**config.mk**
```make
export PLATFORM = sky130hd
export DESIGN_NAME = dlim_regs
export DESIGN_NICKNAME = d
export VERILOG_FILES = /design/src/rtl/dlim_pkg.sv /design/src/rtl/dlim_regs.sv
export SDC_FILE = /design/constraint.sdc
export NUM_CORES = 1
export LEC_CHECK = 0
export BUFFER_PORTS_ARGS = -buffer_cell sky130_fd_sc_hd__buf_4
export CORE_UTILIZATION = 38
export CTS_CLUSTER_SIZE = 28
export DETAILED_ROUTE_END_ITERATION = 6
export GPL_TIMING_DRIVEN = 0
export PLACE_DENSITY = 0.72
export REMOVE_ABC_BUFFERS = 1
export SLEW_MARGIN = 10
export SYNTH_ARGS = -nofsm -noshare
export SYNTH_HDL_FRONTEND = slang
export SYNTH_SLANG_ARGS = --single-unit
```
**constraint.sdc**
```tcl
create_clock -name clk -period 10.91 [get_ports clk]
set_clock_uncertainty 0.1 [all_clocks]
set_input_delay 1.091 -clock clk [delete_from_list [all_inputs] [get_ports clk]]
set_output_delay 1.091 -clock clk [all_outputs]
set_load 0.02 [all_outputs]
```
**src/rtl/dlim_pkg.sv**
```systemverilog
// Shared widths, types and a helper function for the three-phase duty limiter.
// No dependencies; every other file in rtl/ imports this package.
`default_nettype none

package dlim_pkg;

    localparam int CMD_W   = 16;                 // phase command width
    localparam int VAL_W   = CMD_W + 1;          // working value, holds +32768
    localparam int MAG_W   = CMD_W;              // magnitude of a working value
    localparam int CFG_W   = 15;                 // register width
    localparam int QUO_W   = CFG_W;              // scaled value is below 2^15
    localparam int PROD_W  = MAG_W + CFG_W;      // full product width
    localparam int REM_W   = MAG_W + CFG_W - 1;  // product is below 2^30
    localparam int DUTY_W  = 16;
    localparam int ADDR_W  = 3;
    localparam int DATA_W  = 32;
    localparam int CHK_W   = 19;                 // width of the limit write check

    // Per phase: magnitude stage, multiply stage, divider steps, result stage.
    localparam int PHASE_LAT = QUO_W + 3;
    localparam int LATENCY   = 3 * PHASE_LAT + 1;

    localparam logic [4:0] LIMIT_NUM = 5'd9;
    localparam logic [4:0] LIMIT_DEN = 5'd10;

    typedef enum logic {
        REG_CENTER = 1'b0,
        REG_LIMIT  = 1'b1
    } reg_idx_t;

    typedef logic signed [VAL_W-1:0] val_t;

    // p0 is always the phase that the next check looks at.
    typedef struct packed {
        val_t p0;
        val_t p1;
        val_t p2;
    } vec_t;

    typedef struct packed {
        logic [CFG_W-1:0] center;
        logic [CFG_W-1:0] limit;
    } cfg_t;

    typedef struct packed {
        logic over;
        logic neg0;
        logic neg1;
        logic neg2;
        vec_t x;
    } side_t;

    function automatic logic [MAG_W-1:0] abs_mag(input val_t v);
        return v[VAL_W-1] ? MAG_W'(-v) : MAG_W'(v);
    endfunction

endpackage

`default_nettype wire

```
**src/rtl/dlim_regs.sv**
```systemverilog
// Configuration register file behind the APB-style port.
// Depends on dlim_pkg for widths, register indexes and cfg_t.
`default_nettype none

module dlim_regs
    import dlim_pkg::*;
(
    input  logic              clk,
    input  logic              rst_n,
    input  logic              psel,
    input  logic              penable,
    input  logic              pwrite,
    input  logic [ADDR_W-1:0] paddr,
    input  logic [DATA_W-1:0] pwdata,
    output logic [DATA_W-1:0] prdata,
    output logic              pready,
    output cfg_t              cfg
);

    cfg_t             cfg_reg;
    cfg_t             cfg_next;
    reg_idx_t         idx;
    logic             wr_en;
    logic [CFG_W-1:0] wval;
    logic             limit_ok;

    assign pready = 1'b1;
    assign idx    = reg_idx_t'(paddr[ADDR_W-1]);
    assign wr_en  = psel & penable & pwrite;
    assign wval   = pwdata[CFG_W-1:0];

    // value < floor(9 * centre / 10) is the same as 10 * (value + 1) <= 9 * centre.
    assign limit_ok = (CHK_W'(wval) * CHK_W'(LIMIT_DEN) + CHK_W'(LIMIT_DEN))
                      <= (CHK_W'(cfg_reg.center) * CHK_W'(LIMIT_NUM));

    always_comb
    begin
        cfg_next = cfg_reg;
        if (wr_en)
        begin
            unique case (idx)
                REG_CENTER: cfg_next.center = wval;
                REG_LIMIT:
                begin
                    if (limit_ok)
                    begin
                        cfg_next.limit = wval;
                    end
                end
                default: cfg_next = cfg_reg;
            endcase
        end
    end

    always_comb
    begin
        unique case (idx)
            REG_CENTER: prdata = DATA_W'(cfg_reg.center);
            REG_LIMIT:  prdata = DATA_W'(cfg_reg.limit);
            default:    prdata = '0;
        endcase
    end

    always_ff @(posedge clk or negedge rst_n)
    begin
        if (!rst_n)
        begin
            cfg_reg <= '0;
        end
        else
        begin
            cfg_reg <= cfg_next;
        end
    end

    assign cfg = cfg_reg;

endmodule

`default_nettype wire

```
# == Word-level counts from Yosys, hierarchy flattened ==
# Cells that the tools add are included.
# word_totals
out_inout_bits,63
reg_bits,30
inputBits,40
# classes
n_mul,2
reduce_logical,2
n_addsub,1
muxes,1
bitwise_logic,3
magnitude_cmp,1
# ops
cell,n
32-bit case mux with 2 select lines,1
19-bit by 4-bit adder with 19-bit output (second input constant),1
19-bit less-or-equal comparator,1
15-bit by 4-bit multiplier with 19-bit output (second input constant),1
15-bit by 3-bit multiplier with 18-bit output (second input constant),1
3-bit AND reduction,1
1-bit AND,2
2-bit AND reduction,1
1-bit NOT,1

# == Depth between registers and ports, before layout ==
# logic_depth
word_depth,4
ltp_mapped,22
depth_no_buf,21

# == Worst setup path before layout ==
# OpenSTA, ideal clock, no wires.
# synth_timing
path_kind,input-to-reg
startpoint,input port pwdata[1]
endpoint,"register cfg_reg, in the netlist cfg[0]"
path_stages,20
required_time_ps,10685
n_path_buf,1
setup_time_ps,125
path_slack_ps,5693
arrival_time_ps,4993
path_cell_list,ha_1 -> ha_1 -> inv_1 -> fa_1 -> nand2b_1 -> a21oi_1 -> o21a_1 -> nor4_1 -> a311oi_1 -> nor2_1 -> nand3_1 -> xor2_1 -> ha_1 -> a21o_1 -> a21o_1 -> a21oi_1 -> o21ai_0 -> a21oi_2 -> buf_2 -> mux2_2
# synth_via
elab_chain_len,4
# synth_lines
item,line,text
from (decl),dlim_regs.sv:14,"input logic [DATA_W-1:0] pwdata,"
15-bit by 3-bit multiplier with 18-bit output,dlim_regs.sv:33,assign limit_ok = (CHK_W'(wval) * CHK_W'(LIMIT_DEN) + CHK_W'(LIMIT_DEN))
19-bit by 4-bit adder with 19-bit output,dlim_regs.sv:33,
19-bit less-or-equal comparator,dlim_regs.sv:34,<= (CHK_W'(cfg_reg.center) * CHK_W'(LIMIT_NUM));
3-bit AND reduction (no source line),--,
to (signal assigned),dlim_regs.sv:72,cfg_reg <= cfg_next;
to (decl),dlim_regs.sv:20,cfg_t cfg_reg;
# Every way passes these cells.
# A chain may end at the register's enable or synchronous reset.

# == Worst setup path in the final report ==
# layout_timing
startpoint,input port pwdata[1]
endpoint,"register cfg_reg, in the netlist cfg[6]"
# Same word-level chain as after synthesis.

==> impl_metrics.json <==
{
  "grtUsageTotal_pct": 17.1,
  "hold_depth": 1,
  "gp_congestion": 0.878,
  "post_cts_buffers": 0,
  "start_kind": "input pin",
  "drtIter0Drc": 69,
  "critical_path_required_ns": 10.98,
  "synth_cell_types": 51,
  "fin_nets": 550,
  "async_flop_share_pct": 100,
  "dieArea_mm2": 0.00992,
  "drtPass1Iterations": 4,
  "fin_setup_tns_ns": 0,
  "clkPwrFrac_pct": 10.5,
  "p_int_mw": 0.499,
  "r2r_start": "cfg[19]$_DFFE_PN0P_",
  "leakage_nw": 2.08,
  "grt_first_pass_wirelength_mm": 13.6,
  "worst_pin_slew_ns": 0.994,
  "crit_fanout": 15,
  "cp-end-kind": "register",
  "drtAntennaViolNets": 0,
  "min_to": "cfg[14]$_DFFE_PN0P_",
  "slew_headroom_pct": 33.7,
  "ctsHoldBuffers": 0,
  "cts_tree": "built",
  "drive_gt1_share_pct": 27.5,
  "cts.reportedPaths.clkPinSlew_ns": 0.07,
  "setup_viol": 0,
  "switchingPower_mw": 0.420,
  "grt_max_degree": 31,
  "avgSynthCellArea_um2": 9.65,
  "drc": 0,
  "slew_violations": 0,
  "power_density_mw_per_mm2": 216,
  "crit_start": "pwdata[1]",
  "antenna_found_initial": 0,
  "synth_edf_count": 0,
  "dp_hpwl_mm": 6.47,
  "layout_common_cells": "ha_1 (69), buf_4 (65), mux2_2 (42)",
  "h-tree-depth": 2,
  "min_path_type": "register to register",
  "wl_per_cell_um": 14.2,
  "crit_chain": "buf_4 -> ha_1 -> ha_1 -> inv_1 -> fa_1 -> nand2b_1 -> a21oi_1 -> o21a_1 -> nor4_1 -> a311oi_1 -> nor2_1 -> nand3_1 -> xor2_1 -> ha_1 -> a21o_1 -> a21o_1 -> a21oi_1 -> o21ai_0 -> a21oi_2 -> mux2_2",
  "ys.warnings.count": 0,
  "synth.largest_area_cell": "ha_1",
  "critical_path_class": "input pin to register",
  "critical_path.max_stage_delay_ns": 0.80,
  "synthFlopType": "dfrtp_1",
  "rr_worst_depth": 19,
  "num_vias": 2956,
  "seqPwrFrac_pct": 20.9,
  "synth.area.top_cells": "ha_1 (24%), dfrtp_1 (21%), mux2_2 (13%), xnor2_1 (5.1%), xor2_1 (4.4%)",
  "min_period_ns": 5.96,
  "diodes": 0,
  "rows": 35,
  "crit_path_frequent_cell": "ha_1",
  "layout.cells.non_filler": 569,
  "die_w_um": 99.6,
  "worstHoldStart": "cfg[14]$_DFFE_PN0P_",
  "io-pin-count": 103,
  "core_area_mm2": 0.00924,
  "hold_viol_final": 0,
  "grt_pass1_vias": 2928,
  "syn_inst": 375,
  "ctsResizeCount": 0,
  "netlist.area_leader.share_pct": 23.9,
  "final_common_cell": "ha_1",
  "grt-ovfl-total": 0,
  "rr_endpoint": "cfg[6]$_DFFE_PN0P_",
  "cts_buffers": 5,
  "ys_seq_area_share_pct": 20.7,
  "drv_cap": 0,
  "timing.fmax_ghz": 0.168,
  "wl_mm": 8.08,
  "reg2reg_slack_ns": 5.94,
  "clkSinkCount": 30,
  "syn2layout_area_growth_pct": 17.7,
  "swShare_pct": 45.7,
  "crit_arrival_ns": 6.04,
  "outcome": "finished, final reports clean",
  "ir_drop_mv": 0.128,
  "rsz0062_at_grt": "no",
  "min_period_over_period_pct": 54.7,
  "pwr-share-comb_pct": 68.7,
  "vias_per_cell": 5.20,
  "io_buffers": 65,
  "numPlacedInstances": 561,
  "die_h_um": 99.6,
  "start_util_pct": 39.2,
  "slowest_stage": "a21oi_2",
  "cts_root_buf": "clkbuf_8",
  "synth_area_mm2": 0.00362,
  "clkLatencyLatePin_ns": 0.29,
  "largest_register_ff_count": 30,
  "cts_buffer_depth": 2,
  "synth_seq_cells": 30
}
## worst max path at each step
stage / to / slack, ns / cells after the start
after CTS: cfg[1]$_DFFE_PN0P_ / 4.94 / 20
after global placement: cfg[3]$_DFFE_PN0P_ / 4.77 / 20
after global routing: cfg[6]$_DFFE_PN0P_ / 4.50 / 20
after detailed placement: cfg[1]$_DFFE_PN0P_ / 4.66 / 20
final: cfg[6]$_DFFE_PN0P_ / 4.95 / 20
after floorplan: cfg[0]$_DFFE_PN0P_ / 5.64 / 19
## power by group through the flow
stage / sequential, mW / combinational, mW / clock, mW
global placement: 0.191 / 0.601 / 0
finish: 0.192 / 0.631 / 0.0963
CTS: 0.192 / 0.632 / 0.0986
floorplan: 0.233 / 0.394 / 0
global route: 0.198 / 0.700 / 0.102
detailed placement: 0.194 / 0.624 / 0
## cell families after synthesis
logic type | count (synthesis) | share of synthesized area (%)
DFF | 30 | 20.7
other | 2 | 0.207
buffers and inverters | 42 | 6.26
AOI/OAI and AO/OA | 81 | 14.8
adders and majority gates | 71 | 25.0
xor gates and xnor gates | 39 | 9.44
and+or+nand+nor | 68 | 10.6
muxes | 42 | 13.1
## synth_stat cells, types with 2 or more instances
cell type  count
o41ai_1        2
a211oi_1       2
conb_1         2
clkbuf_1       5
o21a_1         6
dfrtp_1       30
or3_1          3
xor2_1        18
nand2b_1       4
xnor2_1       21
nor2_1        14
nand3_1        5
o21ai_0       16
nand2_1       10
a21oi_1       23
ha_1          69
a21o_1        11
inv_1         18
o211ai_1       2
nor2b_1        4
nand3b_1       2
nor3_1         5
buf_4         18
fa_1           2
mux2_2        42
a31oi_1        2
nand4_1        6
nor4_1         3
o2bb2ai_1      2
nor3b_1        2
o21bai_1       6
## layout make-up
type	count	area, um2
multi-input combinational	319	2700
inverter	18	67.6
clock buffer	7	86.3
timing repair buffer	65	488
sequential	30	751
clock inverter	1	5.00
tap	129	161
fill	866	4980
## per-stage QoR
step / hold WS [ns] / total power [mW] / area [um2] / setup WS (ns) / util, %
after detailed placement: 0.422 / 0.819 / 4170 / 4.66 / 45.1
after global routing: 0.453 / 1.00 / 4260 / 4.50 / 46.1
after global placement: 0.409 / 0.792 / 4170 / 4.77 / 45.1
after CTS: 0.437 / 0.923 / 4260 / 4.94 / 46.1
after floorplan: 0.545 / 0.627 / 3520 / 5.64 / -
final: 0.433 / 0.919 / 4260 / 4.95 / 46.1
## per-layer routing
layer / track usage (%) / wire (um) / vias up
li1: - / - / 1470
met1: 20.9 / 3680 / 1399
met2: 30.6 / 4000 / 72
met3: 2.81 / 277 / 15
met4: 5.09 / 126 / 0
met5: 0 / 0 / -
## worst max-delay path, delay by kind of cell
family | cells | cell delay [ns]
and+or+nand+nor | 4 | 0.50
adders and majority gates | 4 | 1.13
AOI/OAI and AO/OA | 8 | 2.52
buffers and inverters | 2 | 0.19
xor gates and xnor gates | 1 | 0.17
muxes | 1 | 0.42
Note: power is estimated with default switching activity, not from simulation.
