### config.mk
export PLATFORM = sky130hd
export DESIGN_NAME = dlim_phase
export DESIGN_NICKNAME = d
export VERILOG_FILES = /design/src/rtl/dlim_pkg.sv /design/src/rtl/dlim_div.sv /design/src/rtl/dlim_phase.sv
export SDC_FILE = /design/constraint.sdc
export NUM_CORES = 2
export LEC_CHECK = 0
export BUFFER_PORTS_ARGS = -buffer_cell sky130_fd_sc_hd__buf_2
export CAP_MARGIN = 20
export CORE_AREA = 5 5 502 504
export CTS_CLUSTER_DIAMETER = 50
export DETAILED_ROUTE_END_ITERATION = 10
export DIE_AREA = 0 0 507 509
export GPL_ROUTABILITY_DRIVEN = 0
export PLACE_DENSITY_LB_ADDON = 0.25
export SYNTH_ARGS = -nofsm -noshare
export SYNTH_HDL_FRONTEND = slang
export SYNTH_SLANG_ARGS = --single-unit
### constraint.sdc
create_clock -name clk -period 12 [get_ports clk]
set_clock_uncertainty 0.1 [all_clocks]
set_input_delay 1.8 -clock clk [delete_from_list [all_inputs] [get_ports clk]]
set_output_delay 1.8 -clock clk [all_outputs]
set_load 0.02 [all_outputs]
### src/rtl/dlim_pkg.sv
// Shared widths, types and a helper function for the three-phase duty limiter.
// No dependencies; every other file in rtl/ imports this package.
`default_nettype none

package dlim_pkg;

    localparam int CMD_W   = 16;                 // phase command width
    localparam int VAL_W   = CMD_W + 1;          // working value, holds +32768
    localparam int MAG_W   = CMD_W;              // magnitude of a working value
    localparam int CFG_W   = 15;                 // register width
    localparam int QUO_W   = CFG_W;              // scaled value is below 2^15
    localparam int PROD_W  = MAG_W + CFG_W;      // full product width
    localparam int REM_W   = MAG_W + CFG_W - 1;  // product is below 2^30
    localparam int DUTY_W  = 16;
    localparam int ADDR_W  = 3;
    localparam int DATA_W  = 32;
    localparam int CHK_W   = 19;                 // width of the limit write check

    // Per phase: magnitude stage, multiply stage, divider steps, result stage.
    localparam int PHASE_LAT = QUO_W + 3;
    localparam int LATENCY   = 3 * PHASE_LAT + 1;

    localparam logic [4:0] LIMIT_NUM = 5'd9;
    localparam logic [4:0] LIMIT_DEN = 5'd10;

    typedef enum logic {
        REG_CENTER = 1'b0,
        REG_LIMIT  = 1'b1
    } reg_idx_t;

    typedef logic signed [VAL_W-1:0] val_t;

    // p0 is always the phase that the next check looks at.
    typedef struct packed {
        val_t p0;
        val_t p1;
        val_t p2;
    } vec_t;

    typedef struct packed {
        logic [CFG_W-1:0] center;
        logic [CFG_W-1:0] limit;
    } cfg_t;

    typedef struct packed {
        logic over;
        logic neg0;
        logic neg1;
        logic neg2;
        vec_t x;
    } side_t;

    function automatic logic [MAG_W-1:0] abs_mag(input val_t v);
        return v[VAL_W-1] ? MAG_W'(-v) : MAG_W'(v);
    endfunction

endpackage

`default_nettype wire

### src/rtl/dlim_div.sv
// Pipelined restoring divider, one quotient bit per stage, two dividends
// sharing one divisor. Depends on dlim_pkg for widths and side_t.
`default_nettype none

module dlim_div
    import dlim_pkg::*;
(
    input  logic                        clk,
    input  logic                        rst_n,
    input  logic                        in_valid,
    input  logic [MAG_W-1:0]            in_mag,
    input  logic [1:0][REM_W-1:0]       in_num,
    input  side_t                       in_side,
    output logic                        out_valid,
    output logic [1:0][QUO_W-1:0]       out_quo,
    output side_t                       out_side
);

    logic [QUO_W-1:0]            valid_reg;
    logic [MAG_W-1:0]            mag_reg  [QUO_W];
    logic [1:0][REM_W-1:0]       rem_reg  [QUO_W];
    logic [1:0][QUO_W-1:0]       quo_reg  [QUO_W];
    side_t                       side_reg [QUO_W];

    for (genvar s = 0; s < QUO_W; s++)
    begin : g_step
        localparam int BIT = QUO_W - 1 - s;

        logic                  valid_in;
        logic [MAG_W-1:0]      mag_in;
        logic [1:0][REM_W-1:0] rem_in;
        logic [1:0][QUO_W-1:0] quo_in;
        side_t                 side_in;
        logic [REM_W-1:0]      dsr;
        logic [1:0][REM_W-1:0] rem_next;
        logic [1:0][QUO_W-1:0] quo_next;

        if (s == 0)
        begin : g_first
            assign valid_in = in_valid;
            assign mag_in   = in_mag;
            assign rem_in   = in_num;
            assign quo_in   = '0;
            assign side_in  = in_side;
        end
        else
        begin : g_rest
            assign valid_in = valid_reg[s-1];
            assign mag_in   = mag_reg[s-1];
            assign rem_in   = rem_reg[s-1];
            assign quo_in   = quo_reg[s-1];
            assign side_in  = side_reg[s-1];
        end

        // A MAG_W-bit divisor shifted by at most QUO_W - 1 fits in REM_W bits, so it never overflows.
        assign dsr = REM_W'(mag_in) << BIT;

        always_comb
        begin
            rem_next = rem_in;
            quo_next = quo_in;
            for (int l = 0; l < 2; l++)
            begin
                if (rem_in[l] >= dsr)
                begin
                    rem_next[l]      = rem_in[l] - dsr;
                    quo_next[l][BIT] = 1'b1;
                end
            end
        end

        always_ff @(posedge clk or negedge rst_n)
        begin
            if (!rst_n)
            begin
                valid_reg[s] <= 1'b0;
            end
            else
            begin
                valid_reg[s] <= valid_in;
            end
        end

        always_ff @(posedge clk)
        begin
            mag_reg[s]  <= mag_in;
            rem_reg[s]  <= rem_next;
            quo_reg[s]  <= quo_next;
            side_reg[s] <= side_in;
        end
    end

    assign out_valid = valid_reg[QUO_W-1];
    assign out_quo   = quo_reg[QUO_W-1];
    assign out_side  = side_reg[QUO_W-1];

endmodule

`default_nettype wire

### src/rtl/dlim_phase.sv
// One limit check: if the leading phase is over the limit, clamps it and scales the other two.
// The output is rotated so the next phase leads. Uses dlim_pkg and dlim_div.
`default_nettype none

module dlim_phase
    import dlim_pkg::*;
(
    input  logic             clk,
    input  logic             rst_n,
    input  logic [CFG_W-1:0] limit,
    input  logic             in_valid,
    input  vec_t             in_vec,
    output logic             out_valid,
    output vec_t             out_vec
);

    val_t                   lim_s;

    // Magnitude stage
    side_t                  a_side_next;
    logic                   a_valid_reg;
    side_t                  a_side_reg;
    logic [MAG_W-1:0]       a_mag_reg;
    logic [1:0][MAG_W-1:0]  a_abs_reg;

    // Multiply stage
    logic [1:0][PROD_W-1:0] prod;
    logic [1:0][REM_W-1:0]  b_num_next;
    logic                   b_valid_reg;
    side_t                  b_side_reg;
    logic [MAG_W-1:0]       b_mag_reg;
    logic [1:0][REM_W-1:0]  b_num_reg;

    // Divider output
    logic                   d_valid;
    logic [1:0][QUO_W-1:0]  d_quo;
    side_t                  d_side;

    // Result stage
    val_t                   q1;
    val_t                   q2;
    val_t                   c0;
    vec_t                   c_vec_next;
    logic                   c_valid_reg;
    vec_t                   c_vec_reg;

    assign lim_s = val_t'({2'b00, limit});

    always_comb
    begin
        a_side_next.over = (in_vec.p0 > lim_s) || (in_vec.p0 < -lim_s);
        a_side_next.neg0 = in_vec.p0[VAL_W-1];
        a_side_next.neg1 = in_vec.p1[VAL_W-1];
        a_side_next.neg2 = in_vec.p2[VAL_W-1];
        a_side_next.x    = in_vec;
    end

    always_comb
    begin
        for (int l = 0; l < 2; l++)
        begin
            prod[l]       = PROD_W'(a_abs_reg[l]) * PROD_W'(limit);
            b_num_next[l] = prod[l][REM_W-1:0];
        end
    end

    dlim_div u_div (
        .clk       (clk),
        .rst_n     (rst_n),
        .in_valid  (b_valid_reg),
        .in_mag    (b_mag_reg),
        .in_num    (b_num_reg),
        .in_side   (b_side_reg),
        .out_valid (d_valid),
        .out_quo   (d_quo),
        .out_side  (d_side)
    );

    // Scaling truncates toward zero, so the sign is applied to the unsigned quotient.
    always_comb
    begin
        q1 = val_t'({2'b00, d_quo[0]});
        q2 = val_t'({2'b00, d_quo[1]});
        if (d_side.neg1)
        begin
            q1 = -q1;
        end
        if (d_side.neg2)
        begin
            q2 = -q2;
        end
        c0 = d_side.neg0 ? -lim_s : lim_s;
        if (d_side.over)
        begin
            c_vec_next.p0 = q1;
            c_vec_next.p1 = q2;
            c_vec_next.p2 = c0;
        end
        else
        begin
            c_vec_next.p0 = d_side.x.p1;
            c_vec_next.p1 = d_side.x.p2;
            c_vec_next.p2 = d_side.x.p0;
        end
    end

    always_ff @(posedge clk or negedge rst_n)
    begin
        if (!rst_n)
        begin
            a_valid_reg <= 1'b0;
            b_valid_reg <= 1'b0;
            c_valid_reg <= 1'b0;
        end
        else
        begin
            a_valid_reg <= in_valid;
            b_valid_reg <= a_valid_reg;
            c_valid_reg <= d_valid;
        end
    end

    always_ff @(posedge clk)
    begin
        a_side_reg   <= a_side_next;
        a_mag_reg    <= abs_mag(in_vec.p0);
        a_abs_reg[0] <= abs_mag(in_vec.p1);
        a_abs_reg[1] <= abs_mag(in_vec.p2);
        b_side_reg   <= a_side_reg;
        b_mag_reg    <= a_mag_reg;
        b_num_reg    <= b_num_next;
        c_vec_reg    <= c_vec_next;
    end

    assign out_valid = c_valid_reg;
    assign out_vec   = c_vec_reg;

endmodule

`default_nettype wire

# Yosys cells after proc, flatten, opt, wreduce, memory -nomap -nowiden
# Memories as Yosys holds them, arrays and structs flattened.
# Cells that the tools add are included.
[classes]
n_reduce_logical = 1
order_cmp = 32
muxes = 67
n_mul = 2
add_sub_neg = 36
[op_table]
columns = ["operator", "count"]
rows = [
  ["2-to-1 mux 30 bit", 30],
  [">= comparator 30 x 16 -> 1 bit", 2],
  [">= comparator 30 x 17 -> 1 bit", 2],
  [">= comparator 30 x 18 -> 1 bit", 2],
  [">= comparator 30 x 19 -> 1 bit", 2],
  [">= comparator 30 x 20 -> 1 bit", 2],
  [">= comparator 30 x 21 -> 1 bit", 2],
  [">= comparator 30 x 22 -> 1 bit", 2],
  [">= comparator 30 x 23 -> 1 bit", 2],
  [">= comparator 30 x 24 -> 1 bit", 2],
  [">= comparator 30 x 25 -> 1 bit", 2],
  [">= comparator 30 x 26 -> 1 bit", 2],
  [">= comparator 30 x 27 -> 1 bit", 2],
  [">= comparator 30 x 28 -> 1 bit", 2],
  [">= comparator 30 x 29 -> 1 bit", 2],
  [">= comparator 30 bit", 2],
  ["multiplier 16 x 15 -> 30 bit", 2],
  ["subtractor 30 x 16 -> 30 bit", 2],
  ["subtractor 30 x 17 -> 30 bit", 2],
  ["subtractor 30 x 18 -> 30 bit", 2],
  ["subtractor 30 x 19 -> 30 bit", 2],
  ["subtractor 30 x 20 -> 30 bit", 2],
  ["subtractor 30 x 21 -> 30 bit", 2],
  ["subtractor 30 x 22 -> 30 bit", 2],
  ["17 further kinds", 62],
]
[word_totals]
wordCells = 183
ram_bits = 2415
input_bits = 69
mem_count = 4
regBits = 303
[memory_table]
columns = ["memory", "depth", "width", "rd", "rd_ports_with_merged_regs", "wr", "line_no", "text"]
rows = [
  ["u_div.rem_reg", 15, 60, 14, 0, 15, "dlim_div.sv:21", "logic [1:0][REM_W-1:0] rem_reg [QUO_W];"],
  ["u_div.side_reg", 15, 55, 15, 0, 15, "dlim_div.sv:23", "side_t side_reg [QUO_W];"],
  ["u_div.quo_reg", 15, 30, 15, 0, 15, "dlim_div.sv:22", "logic [1:0][QUO_W-1:0] quo_reg [QUO_W];"],
  ["u_div.mag_reg", 15, 16, 14, 0, 15, "dlim_div.sv:20", "logic [MAG_W-1:0] mag_reg [QUO_W];"],
]

# Depth between registers and ports, before layout
# An unclocked memory read counts as a cell.
[logic_depth]
word_depth = 4
mapped_depth = 25
ltp_nobuf = 22

# By module
# Synthesis repeated with hierarchy kept, for this count alone.
[unflattened]
hier_cells = 9465
hier_area_um2 = 98974.9
[modules_own_cells]
columns = ["module", "area_per_inst_um2", "instances", "seq_area_each_um2", "cells_per_inst"]
rows = [
  ["dlim_div", 74121.1, 1, 42996.2, 6801],
  ["dlim_phase", 24853.8, 1, 5580.4, 2664],
]

# Worst setup path after synthesis
# Ideal clock, no wire load.
[synth_timing]
kind = "input to register"
from = "in limit[2]"
to = "reg b_num_reg[27] (netlist name)"
cell_stages = 25
t_arrival_ns = 7.518
t_required_ns = 11.777
path_slack_ns = 4.258
path_buffers = 3
cell_sequence = "clkbuf_1 -> clkbuf_1 -> and2_1 -> fa_1 -> inv_1 -> fa_1 -> inv_1 -> fa_1 -> inv_1 -> fa_1 -> inv_1 -> fa_1 -> inv_1 -> fa_1 -> inv_1 -> ha_1 -> clkbuf_1 -> a2111oi_0 -> o21ai_0 -> a221oi_1 -> o21a_1 -> a21oi_1 -> a21oi_1 -> o21bai_1 -> xor2_1"
[synth_rtl]
columns = ["element", "line_no", "text"]
rows = [
  ["from (decl)", "dlim_phase.sv:10", "input logic [CFG_W-1:0] limit,"],
  ["to (signal assigned)", "dlim_phase.sv:131", "b_num_reg <= b_num_next;"],
  ["to (decl)", "dlim_phase.sv:32", "logic [1:0][REM_W-1:0] b_num_reg;"],
]

==> impl_results.md <==
- Min-delay worst type: register to register
- P_sw: ~15 mW
- Combinational share of power: 48.5%
- Slew margin rel.: 25.9%
- GRT overflow: 0
- Post-Syn Area: 98200 sq um
- Worst IR Drop VDD: between 0.3 and 0.4 mV
- Crit Path Class: primary input to register
- Core area: 247000 sq um
- Cell Rows: 183
- Drt drc: 0
- DR iter-0 viols: 4522
- Clock transition at the registers of the reported paths: 0.06 ns
- Final Hold Viols: 0
- Status: complete, no violations
- Synthesized flop and latch total: 2363
- Crit path arrival time: 8.11 ns
- Final hold slack: 0.144 ns
- Final ANT Viol Nets: 0
- Tcrit/Tclk final: 61.9%
- Reg area: between 40000 and 50000 sq um
- Die area: 258000 sq um
- I/O Buffers: 120
- First-pass GRT wire length: between 300 and 400 mm
- Max Slew Vio Count: 0
- Area delta synth->final: 13.0%
- Crit path time final: approximately 7.4 ns
- DP HPWL: 192 mm
- Max FFs per register: 840
- Drt pass-1 iters: 8
- Largest net degree at the start of global routing: 66
- Vias/cell: slightly above 5
- Clk sinks: 2363
- Fmax: 0.135 GHz
- EDFF count, synth: 0
- Synthesized Nets: 10600
- Syn_area_per_cell: 10.3 sq um
- Layout Nets: 10800
- Met2 routed WL: 118 mm
- Cell area after layout: 111000 sq um
- YS warnings: 0
- Top_reg_cell synth: dfxtp_1
- Library cells used by synthesis: 93
- Bufs on Longest Clock Path: 3
- Max Used Layer: met5
- Switching share of power: approximately 40%
- Metal3 WL: 11.6 mm
- Async SR Flop Fraction: 0.762%
- Number of buffers created by CTS: roughly 240
- Clk Tree Root Cell: clkbuf_16
- RSZ-0062 raised after global routing: no
- Mapped Cells: about 9500
- Htree depth: 4
- Die W: ~500 um
- Setup TNS: 0 ns
- Setup bufs post-CTS: 0
- Routed len/inst: 18.6 um
- Static Leak: 48.8 nW
- Clk_lat worst skew: 0.90 ns
- Sequential share of power: a little under a third
- Final WL: 244 mm
- Register area share after synthesis: approximately half
- Slew @ Worst Pin: around 1.1 ns
- Clock network power share: 20.5%
- Commonest non-fill, non-tap cell in the layout: dfxtp_1
- Overall power: 37.9 mW
- Hold_buf cts: 0
- Cell internal pwr: 22.7 mW
- CP Capture Type: register
- CP required: 12.68 ns
- Vias: 66800
- Initial Utilization: 39.7%
- Most frequent cells in the layout: dfxtp_1 (2344), inv_1 (864), ha_1 (699), nand2_1 (663), nor2_1 (582)
- Pre-CTS worst setup slack: 3.63 ns
- Final WS setup: 4.57 ns
- Met1 WL: 107 mm
- # IOs: 121
- Die Span Y: 509 um
- Max capacitance violation total: 0
- Filler Cells Inserted: 22900
- FF-to-FF setup slack: ~5.3 ns
- Multi-input logic area: between 40000 and 50000 sq um
- Initial antenna violation count: 16
- CTS tree: yes
- Startpoint Class: primary input
- CP max FO: 37
- Final Setup Violations: 0
- CTS resizes: 0
- Vias in the first global route: about 67000
- PwrDens: approximately 340 nW/um^2
- Share of layout cells above drive strength 1: about 7.6%
- Placed Area: between 100000 and 150000 sq um
- GRT Total Usage: between 10% and 20%
-- cell type report --
cell class                 count  share of cell area, %
clock buffer                 308                   5.98
multi-input combinational   6040                   42.1
sequential                  2363                   42.7
clock inverter               144                   1.84
inverter                     875                   2.96
tap                         3237                   3.65
antenna                        4                0.00902
timing repair buffer         144                  0.735
-- power groups by stage --
stage | clock, mW | sequential (mW) | combinational, mW
after CTS | 7.97 | 11.8 | 18.4
after global placement | 0 | 11.9 | 17.9
after detailed placement | 0 | 11.9 | 18.3
final | 7.79 | 11.7 | 18.4
after floorplan | 0 | 11.1 | 14.0
after global routing | 8.30 | 11.9 | 20.7
-- routing by layer --
metal / global-route usage [%] / up-vias
li1: - / 32400
met1: 24.0 / 32200
met2: 32.2 / 1712
met3: 2.32 / 437
met4: 6.45 / 2
met5: 0 / -
-- per-stage QoR --
step           utilization [%]  std cells
2_1_floorplan                -       9491
3_3_place_gp              41.3      12700
3_5_place_dp              41.3      12700
4_1_cts                   44.8      13100
5_1_grt                   44.9      13100
6_report                  44.9      13100
-- cells by family after synthesis --
group                    count (synthesis)  share of synthesized area [%]
AND/OR/NAND/NOR                       2526                           13.0
flip-flops                            2363                           48.3
AO/OA/AOI/OAI                         1672                           10.7
buffers and inverters                 1088                           4.20
adder cells (fa/ha/maj)               1085                           16.8
XOR/XNOR                               625                           5.58
multiplexers                           132                           1.48
-- path summary, 6_finish.rpt --
check / from / to / cells past startpoint
min in group asynchronous: rst_n / u_div.g_step[10].valid_in / 1
min reg2reg: u_div.side_reg[2][17] / u_div.side_reg[3][17] / 0
min: u_div.side_reg[2][17] / u_div.side_reg[3][17] / 0
max: limit[2] / b_num_reg[27] / 23
max in group asynchronous: rst_n / u_div.g_step[11].valid_in / 1
max reg2reg: a_abs_reg[10] / b_num_reg[27] / 22
-- cells in the mapped netlist (16+ instances only) --
library cell | number | area [sq um]
a211oi_1 | 57 | 428
a31oi_1 | 61 | 382
o31ai_1 | 68 | 510
nor3_1 | 171 | 856
nor4b_1 | 28 | 245
o2111ai_1 | 17 | 149
nand4_1 | 86 | 538
a21boi_0 | 29 | 218
nand4b_1 | 27 | 236
xnor2_1 | 356 | 3120
a31o_2 | 16 | 140
and2_1 | 299 | 1870
o41ai_1 | 25 | 219
dfrtp_1 | 18 | 450
o21ai_0 | 369 | 1850
o21bai_1 | 38 | 285
mux2_2 | 101 | 1140
dfxtp_1 | 2345 | 46900
nand2b_1 | 93 | 582
o21a_1 | 82 | 616
a21oi_1 | 545 | 2730
or2_2 | 28 | 175
nor4_1 | 90 | 563
clkbuf_1 | 189 | 709
or4_1 | 44 | 330
fa_1 | 386 | 7730
ha_1 | 699 | 8750
mux2i_1 | 29 | 290
nor2b_1 | 96 | 601
nand3_1 | 120 | 601
o31a_1 | 22 | 193
nor2_1 | 582 | 2180
a21o_1 | 150 | 1130
or3_1 | 73 | 457
nand2_1 | 663 | 2490
inv_1 | 864 | 3240
o211ai_1 | 55 | 413
nand3b_1 | 17 | 128
and3_1 | 41 | 257
xor2_1 | 269 | 2360
-- worst max-delay path: stages --
cell	delay, ns
buf_2	0.36
and2_1	0.29
fa_1	0.48
inv_1	0.06
fa_1	0.52
inv_1	0.05
fa_1	0.49
inv_1	0.05
fa_1	0.54
inv_1	0.05
fa_1	0.48
inv_1	0.05
fa_1	0.48
inv_1	0.04
ha_1	0.36
a2111oi_0	0.39
o21ai_0	0.21
a221oi_1	0.52
o21a_1	0.26
a21oi_1	0.10
a21oi_1	0.24
o21bai_1	0.10
xor2_1	0.14
No activity file was read; power rests on OpenSTA's default activity.
